===== src/sv/bwmm_pkg.sv =====
// ----------------------------------------------------------------------------
// bwmm_pkg
// Shared types, constants and helpers of the bucketed window min/max tracker.
// ----------------------------------------------------------------------------
package bwmm_pkg;

  localparam int MAX_SLOTS_DEF = 64;
  localparam int MIN_SLOTS_DEF = 1;
  localparam int RESET_SLOTS   = 64;

  localparam int VALUE_W    = 16;
  localparam int CFG_DATA_W = 7;
  localparam int CFG_IDX_W  = 2;

  localparam logic [CFG_IDX_W-1:0] REG_FIND_MAX     = 2'd0;
  localparam logic [CFG_IDX_W-1:0] REG_WINDOW_SLOTS = 2'd1;

  localparam logic FUNC_SAMPLE = 1'b0;
  localparam logic FUNC_TICK   = 1'b1;

  typedef logic signed [VALUE_W-1:0] value_t;

  localparam value_t SENT_FOR_MAX = -16'sd32767;
  localparam value_t SENT_FOR_MIN = 16'sd32767;

  typedef enum logic [1:0] {
    ST_IDLE,
    ST_SCAN,
    ST_DELIVER
  } state_t;

  // per-cycle control for the head of the ring
  typedef struct packed {
    logic first;
    logic hit;
    logic in_window;
    logic is_tick;
    logic find_max;
  } scan_ctrl_t;

  function automatic value_t mode_sentinel(input logic find_max);
    mode_sentinel = find_max ? SENT_FOR_MAX : SENT_FOR_MIN;
  endfunction

endpackage


===== src/sv/bwmm_cell.sv =====
// ----------------------------------------------------------------------------
// bwmm_cell
// One slot of the ring: holds a slot extreme and passes it to its neighbor.
// ----------------------------------------------------------------------------
module bwmm_cell
  import bwmm_pkg::*;
(
  input  logic   clk,
  input  logic   clear,
  input  value_t clear_value,
  input  logic   shift,
  input  value_t data_in,
  output value_t data
);

  always_ff @(posedge clk) begin
    if (clear) begin
      data <= clear_value;
    end else if (shift) begin
      data <= data_in;
    end
  end

endmodule


===== src/sv/bwmm_scan.sv =====
// ----------------------------------------------------------------------------
// bwmm_scan
// Head of the ring: folds the item into its slot and tracks the running extreme.
// ----------------------------------------------------------------------------
module bwmm_scan
  import bwmm_pkg::*;
(
  input  logic       clk,
  input  logic       shift,
  input  scan_ctrl_t ctrl,
  input  value_t     head,
  input  value_t     sample,
  output value_t     fold,
  output value_t     best
);

  value_t sentinel;
  value_t base;
  value_t best_next;
  logic   better;

  assign sentinel = mode_sentinel(ctrl.find_max);

  always_comb begin
    fold = head;
    if (ctrl.hit) begin
      if (ctrl.is_tick) begin
        fold = sentinel;
      end else if (ctrl.find_max) begin
        fold = (sample > head) ? sample : head;
      end else begin
        fold = (sample < head) ? sample : head;
      end
    end
  end

  // accumulation restarts from the sentinel at the first slot of a pass
  always_comb begin
    base      = ctrl.first ? sentinel : best;
    better    = ctrl.find_max ? (fold > base) : (fold < base);
    best_next = (ctrl.in_window && better) ? fold : base;
  end

  always_ff @(posedge clk) begin
    if (shift) begin
      best <= best_next;
    end
  end

endmodule


===== src/sv/bucketed_window_min_max_top.sv =====
// ----------------------------------------------------------------------------
// bucketed_window_min_max_top
// Min or max of a signed 16-bit signal over a ring of time slots.
// ----------------------------------------------------------------------------
//  channel  signals                                  direction
//  in       in_valid, in_ready, func, sample_value   item in
//  out      out_valid, out_ready, extreme_value      item out
//  cfg      cfg_wen, cfg_index, cfg_data             register write
//
//  The slots sit in a ring of MAX_SLOTS cells that turns one slot per cycle past
//  a head unit during a pass, so every item costs one full turn of the ring.
//  A sample is accepted, makes its turn and is handed off; a tick ends after its
//  turn; only then is a new item taken. The hand-off waits while the output
//  register is full and out_ready is low. rst (synchronous) or a find_max or
//  window_slots write sets all cells to the sentinel and the slot pointer to 0.
// ----------------------------------------------------------------------------
module bucketed_window_min_max_top
  import bwmm_pkg::*;
#(
  parameter int MAX_SLOTS = MAX_SLOTS_DEF,
  parameter int MIN_SLOTS = MIN_SLOTS_DEF
) (
  input  logic                  clk,
  input  logic                  rst,
  input  logic                  cfg_wen,
  input  logic [CFG_IDX_W-1:0]  cfg_index,
  input  logic [CFG_DATA_W-1:0] cfg_data,
  input  logic                  in_valid,
  output logic                  in_ready,
  input  logic                  func,
  input  value_t                sample_value,
  output logic                  out_valid,
  input  logic                  out_ready,
  output value_t                extreme_value
);

  localparam int PTR_W = (MAX_SLOTS > 1) ? $clog2(MAX_SLOTS) : 1;
  localparam int CNT_W = $clog2(MAX_SLOTS + 1);
  localparam int CMP_W = PTR_W + 1;
  localparam logic [PTR_W-1:0] LAST_K = PTR_W'(MAX_SLOTS - 1);

  function automatic logic [CNT_W-1:0] sat_slots(input int v);
    int s;
    s = v;
    if (s < MIN_SLOTS) s = MIN_SLOTS;
    if (s > MAX_SLOTS) s = MAX_SLOTS;
    sat_slots = CNT_W'(s);
  endfunction

  state_t state, state_next;

  logic             find_max;
  logic [CNT_W-1:0] window_slots;
  logic [PTR_W-1:0] cur_slot;
  logic [PTR_W-1:0] target;
  logic [PTR_W-1:0] tick_slot;
  logic [PTR_W-1:0] k;
  logic             is_tick;
  value_t           sample;

  logic       in_accept;
  logic       shift;
  logic       load_out;
  logic       reinit;
  value_t     clear_value;
  scan_ctrl_t ctrl;
  value_t     fold;
  value_t     best;
  value_t     cell_data [MAX_SLOTS];

  assign in_accept = in_valid && in_ready;
  assign reinit    = cfg_wen &&
                     (cfg_index == REG_FIND_MAX || cfg_index == REG_WINDOW_SLOTS);

  // sentinel of the mode that holds after this edge
  always_comb begin
    if (rst) begin
      clear_value = SENT_FOR_MAX;
    end else if (cfg_wen && cfg_index == REG_FIND_MAX) begin
      clear_value = mode_sentinel(cfg_data[0]);
    end else begin
      clear_value = mode_sentinel(find_max);
    end
  end

  // registers
  always_ff @(posedge clk) begin
    if (rst) begin
      find_max     <= 1'b1;
      window_slots <= sat_slots(RESET_SLOTS);
    end else if (cfg_wen) begin
      unique case (cfg_index)
        REG_FIND_MAX:     find_max     <= cfg_data[0];
        REG_WINDOW_SLOTS: window_slots <= sat_slots(int'(cfg_data));
        default: ;
      endcase
    end
  end

  // next slot after a tick, wrapping at the slot count
  always_comb begin
    logic [CMP_W-1:0] inc;
    inc       = CMP_W'(cur_slot) + CMP_W'(1);
    tick_slot = (inc >= CMP_W'(window_slots)) ? '0 : inc[PTR_W-1:0];
  end

  always_ff @(posedge clk) begin
    if (rst || reinit) begin
      cur_slot <= '0;
    end else if (in_accept && func == FUNC_TICK) begin
      cur_slot <= tick_slot;
    end
  end

  always_ff @(posedge clk) begin
    if (in_accept) begin
      is_tick <= (func == FUNC_TICK);
      sample  <= sample_value;
      target  <= (func == FUNC_TICK) ? tick_slot : cur_slot;
    end
  end

  always_ff @(posedge clk) begin
    if (rst) begin
      k <= '0;
    end else if (in_accept) begin
      k <= '0;
    end else if (shift) begin
      k <= (k == LAST_K) ? '0 : k + PTR_W'(1);
    end
  end

  // state machine
  always_ff @(posedge clk) begin
    if (rst) begin
      state <= ST_IDLE;
    end else begin
      state <= state_next;
    end
  end

  always_comb begin
    state_next = state;
    unique case (state)
      ST_IDLE: begin
        if (in_accept) state_next = ST_SCAN;
      end
      ST_SCAN: begin
        if (k == LAST_K) state_next = is_tick ? ST_IDLE : ST_DELIVER;
      end
      ST_DELIVER: begin
        if (!out_valid || out_ready) state_next = ST_IDLE;
      end
      default: state_next = ST_IDLE;
    endcase
  end

  always_comb begin
    in_ready = 1'b0;
    shift    = 1'b0;
    load_out = 1'b0;
    unique case (state)
      ST_IDLE:    in_ready = 1'b1;
      ST_SCAN:    shift    = 1'b1;
      ST_DELIVER: load_out = !out_valid || out_ready;
      default: ;
    endcase
  end

  // ring of cells, the head is cell 0 and the folded slot re-enters at the tail
  assign ctrl.first     = (k == '0);
  assign ctrl.hit       = (k == target);
  assign ctrl.in_window = CMP_W'(k) < CMP_W'(window_slots);
  assign ctrl.is_tick   = is_tick;
  assign ctrl.find_max  = find_max;

  for (genvar i = 0; i < MAX_SLOTS; i++) begin : g_cell
    value_t next_in;
    if (i == MAX_SLOTS - 1) begin : g_tail
      assign next_in = fold;
    end else begin : g_mid
      assign next_in = cell_data[i+1];
    end
    bwmm_cell u_cell (
      .clk         (clk),
      .clear       (rst || reinit),
      .clear_value (clear_value),
      .shift       (shift),
      .data_in     (next_in),
      .data        (cell_data[i])
    );
  end

  bwmm_scan u_scan (
    .clk    (clk),
    .shift  (shift),
    .ctrl   (ctrl),
    .head   (cell_data[0]),
    .sample (sample),
    .fold   (fold),
    .best   (best)
  );

  // output register
  always_ff @(posedge clk) begin
    if (rst) begin
      out_valid <= 1'b0;
    end else if (load_out) begin
      out_valid <= 1'b1;
    end else if (out_ready) begin
      out_valid <= 1'b0;
    end
  end

  always_ff @(posedge clk) begin
    if (load_out) begin
      extreme_value <= best;
    end
  end

  a_cur_in_window: assert property (@(posedge clk) disable iff (rst)
    CMP_W'(cur_slot) < CMP_W'(window_slots))
    else $error("slot pointer outside the window");

  a_target_in_window: assert property (@(posedge clk) disable iff (rst)
    state == ST_SCAN |-> CMP_W'(target) < CMP_W'(window_slots))
    else $error("target slot outside the window");

  a_accept_starts_scan: assert property (@(posedge clk) disable iff (rst)
    in_accept |=> state == ST_SCAN && k == '0)
    else $error("accepted item did not start a pass");

  a_result_after_pass: assert property (@(posedge clk) disable iff (rst)
    $rose(out_valid) |-> $past(state == ST_DELIVER) && !$past(is_tick))
    else $error("result without a finished sample pass");

  a_window_bounds: assert property (@(posedge clk) disable iff (rst)
    window_slots != '0 && int'(window_slots) <= MAX_SLOTS)
    else $error("slot count out of range");

endmodule

===== config.mk =====
export PLATFORM = sky130hd
export DESIGN_NAME = bucketed_window_min_max_top
export DESIGN_NICKNAME = d
export VERILOG_FILES = /design/src/sv/bwmm_pkg.sv /design/src/sv/bwmm_cell.sv /design/src/sv/bwmm_scan.sv /design/src/sv/bucketed_window_min_max_top.sv
export SDC_FILE = /design/constraint.sdc
export NUM_CORES = 2
export LEC_CHECK = 0
export ABC_AREA = 1
export BUFFER_PORTS_ARGS = -buffer_cell sky130_fd_sc_hd__buf_2
export CORE_MARGIN = 2
export CORE_UTILIZATION = 60
export DETAILED_ROUTE_END_ITERATION = 8
export GPL_TIMING_DRIVEN = 1
export PLACE_DENSITY = 0.76
export SYNTH_ARGS = -nofsm -noshare
export SYNTH_HDL_FRONTEND = slang
export SYNTH_SLANG_ARGS = --single-unit
export TNS_END_PERCENT = 10

===== constraint.sdc =====
create_clock -name clk -period 30.7 [get_ports clk]
set_clock_uncertainty 0.1 [all_clocks]
set_input_delay 1.535 -clock clk [delete_from_list [all_inputs] [get_ports clk]]
set_output_delay 1.535 -clock clk [all_outputs]
set_load 0.02 [all_outputs]

==> reports/qor.yml <==
critical_path:
  critical_path.n_buffers_inverters: 8
  worst_ep_arrival_time_ns: 7.93
  cp-start-kind: "input port"
  cp_cell_sequence: "buf_2, inv_1, nor2_1, nor2_4, buf_4, nand2_4, buf_4, buf_4, buf_4, buf_4, buf_4"
  worst_path_largest_cell_delay_ns: 0.93
  critPathMaxFanout: 105
  critical_path.slowest_cell: "sky130_fd_sc_hd__buf_4"
  rr_startpoint: "state[0]$_SDFFE_PP0P_"
  timing.critical_path.mode_cell: "sky130_fd_sc_hd__buf_4"
  start_point_of_the_critical_path: "cfg_wen"
  reg2reg_setup_slack_ns: 23.95
  end_kind: "flop"
  cpLargestDelayFamily: "buffers and inverters"
  setup.worst_path.class: "input port to flop"
  critPathRequiredTime_ns: 30.86
  crit-reg2reg-capture: "g_cell[17].u_cell.data[2]$_DFFE_PP_"
  worstSetupEndpoint: "g_cell[17].u_cell.data[2]$_DFFE_PP_"
  worstRegToRegCells: 10
  worst-path-stages: 11
hold_path:
  min-delay-path-class: "flop to flop"
yosys:
  synth_sequential_area_ratio_pct: 73.4
  post-synth-top-count-cell: "sky130_fd_sc_hd__nand2_1"
  ys_types: 43
  yosys.area.top_type_share_pct: 72.3
  cells_after_synthesis: 3940
  syn-num-nets: 4018
  post-synth-top-area-cell: "sky130_fd_sc_hd__edfxtp_1"
  syn_area_per_cell_um2: 11.4
  netlist_top_cells_area: "sky130_fd_sc_hd__edfxtp_1, sky130_fd_sc_hd__nand2_1, sky130_fd_sc_hd__ha_1"
  ys.flop_type: "sky130_fd_sc_hd__edfxtp_1"
  synthesis_warnings: 0
  netlist_area_pre_place_um2: 44800
  synthesized_flop_and_latch_total: 1102
  edff_count_synth: 1079
  async_reset_ff_share_pct: 0
  yosys-top-cells-count: "sky130_fd_sc_hd__nand2_1, sky130_fd_sc_hd__edfxtp_1, sky130_fd_sc_hd__clkbuf_1"
sta:
  period_needed_ns: 7.77
  worst_slew_pin_slew_ns: 1.20
  drv_slew: 0
  finalHoldViolations: 0
  setup_tns_ns: 0
  final.period_utilization_pct: 25.3
  fin_hold_ws_ns: 0.346
  setup_viols_final: 0
  max_freq_mhz: 129
  max-slew-margin-rel_pct: 19.9
  rsz0062_at_grt: "no"
routing:
  firstDrtPassIters: 6
  route.detailed.wl_per_inst_um: 15.0
  route.vias.total: 26038
  drc: 0
  postRouteAntennaNets: 0
  avgViaCountPerCell: 5.28
  detailedRoute.firstIterationViolations: 2922
  routed_wl_mm: 74.0
cts:
  clkLatencyLatePin_ns: 0.66
  cts_htree_levels: 3
  clock_pin_slew_reported_for_the_worst_setup_and_hold_paths_after_clock_tree_synthesis_ns: 0.06
  root_buffer: "sky130_fd_sc_hd__clkbuf_16"
  post_cts.repair.setup_buffers: 0
  hold_buffers: 0
  tritoncts: "yes"
  ctsResizeCount: 0
  cts_inserted_buffers: 108
  cts-root-to-sink-buffers: 3
  cts.sink_count: 1102
die:
  coreArea_um2: 74200
  die-height_um: 277
  initial_utilization_pct: 60.4
  io_pins: 49
  die_w_um: 277
  row_count: 100
  die_area_um2: 76900
global_route:
  wire_length_of_the_first_global_routing_pass_mm: 123
  groute.usage.overall_pct: 19.3
  antenna_found_initial: 0
  grt_start_max_net_pins: 274
  grt-ovfl-total: 0
  via_count_of_the_first_global_routing_pass: 24377
run:
  maxCapViolations: 0
final_layout:
  final_layout_size_suffix_gt1_share_pct: 7.64
  n_antenna_cell: 0
  nNetsFinal: 3964
  flow.area_growth_from_synthesis_pct: 8.82
run_status:
  outcome: "finished clean"
power_and_ir_drop:
  power_per_cell_area_nw_per_um2: 69.0
  p_leak_nw: 22.8
  vdd.ir_drop.worst_uv: 52.9
placement:
  place.port_buffers: 48
  detailedPlacementHpwl_mm: 38.9
  gp_congestion: 0.884
[state kept, by name (all words and copies together) (netlist names)]
register            flops
g_cell.u_cell.data   1024
extreme_value          16
sample                 16
u_scan.best            16
window_slots            7
cur_slot                6
k                       6
target                  6
state                   2
find_max                1
is_tick                 1
out_valid               1
[final cells by class]
class / count / area (um2)
multi-input cells: 2483 / 10500
clock inverters: 46 / 352
clock buffers: 143 / 2880
fillers: 5368 / 25500
repair buffers: 74 / 510
inverters: 117 / 439
well taps: 969 / 1210
flip-flops and latches: 1102 / 32900
[power by group]
group          total, mW  internal, mW  switching (mW)
Clock               1.23         0.695           0.531
Combinational      0.249        0.0712           0.177
Sequential          1.89          1.84          0.0488
[cells in the final DEF (no fill, tap or decap), drive strengths merged, types with 3 or more instances in the layout]
master / n
a211oi: 7
a21oi: 37
buf: 74
bufinv: 5
clkbuf: 143
clkinv: 40
dfxtp: 23
edfxtp: 1079
ha: 47
inv: 116
nand2: 2109
nand3: 91
nand4: 22
nor2: 35
nor3: 6
nor3b: 4
o21a: 3
o21ai: 36
or2: 65
xor2: 7
[worst min-delay path by stage]
stage	startpoint	to	slack (ns)	cells past startpoint
2_1_floorplan	u_scan.best[0]$_DFFE_PP_	extreme_value[0]$_DFFE_PP_	0.32	0
5_1_grt	u_scan.best[7]$_DFFE_PP_	extreme_value[7]$_DFFE_PP_	0.36	0
6_report	u_scan.best[7]$_DFFE_PP_	extreme_value[7]$_DFFE_PP_	0.35	0
3_5_place_dp	u_scan.best[8]$_DFFE_PP_	extreme_value[8]$_DFFE_PP_	0.33	0
4_1_cts	u_scan.best[8]$_DFFE_PP_	extreme_value[8]$_DFFE_PP_	0.35	0
3_3_place_gp	u_scan.best[0]$_DFFE_PP_	extreme_value[0]$_DFFE_PP_	0.33	0
[worst register-to-register path: stages, from the launching register on]
cell	delay [ns]
sky130_fd_sc_hd__dfxtp_1	0.34
sky130_fd_sc_hd__inv_1	0.07
sky130_fd_sc_hd__nor2_1	0.09
sky130_fd_sc_hd__buf_4	0.30
sky130_fd_sc_hd__inv_1	0.20
sky130_fd_sc_hd__nand2_4	0.67
sky130_fd_sc_hd__buf_4	0.92
sky130_fd_sc_hd__buf_4	0.83
sky130_fd_sc_hd__buf_4	0.85
sky130_fd_sc_hd__buf_4	0.98
sky130_fd_sc_hd__buf_4	0.97
[cell families (layout without fill, tap and decap cells)]
group | Yosys count | in the layout | share of synthesized area (%)
AOI/OAI and AO/OA | 92 | 92 | 1.19
xor gates and xnor gates | 7 | 7 | 0.137
adders and majority gates | 47 | 47 | 1.31
buffers and inverters | 355 | 380 | 3.26
and+or+nand+nor | 2337 | 2337 | 20.7
DFF | 1102 | 1102 | 73.4
[stage by stage]
stage | setup WS, ns | power (mW) | instances | utilization [%] | instance area, um2
finish | 22.93 | 3.36 | 4934 | 65.7 | 48700
global route | 22.38 | 3.49 | 4934 | 65.7 | 48700
CTS | 22.95 | 3.39 | 4934 | 65.7 | 48700
detailed placement | 22.22 | 2.16 | 4745 | 61.3 | 45500
global placement | 22.27 | 2.16 | 4745 | 61.3 | 45500
floorplan | 4.54 | 2.20 | 3940 | - | 44800
[routing by layer]
layer,track usage (%),part of all wire (%),routed length (um)
met5,0,0,0
met4,5.69,2.2,1650
met1,29.6,47,35100
met3,3.07,4.8,3570
met2,28.9,46,33800
Note: power is estimated with default switching activity, not from simulation.
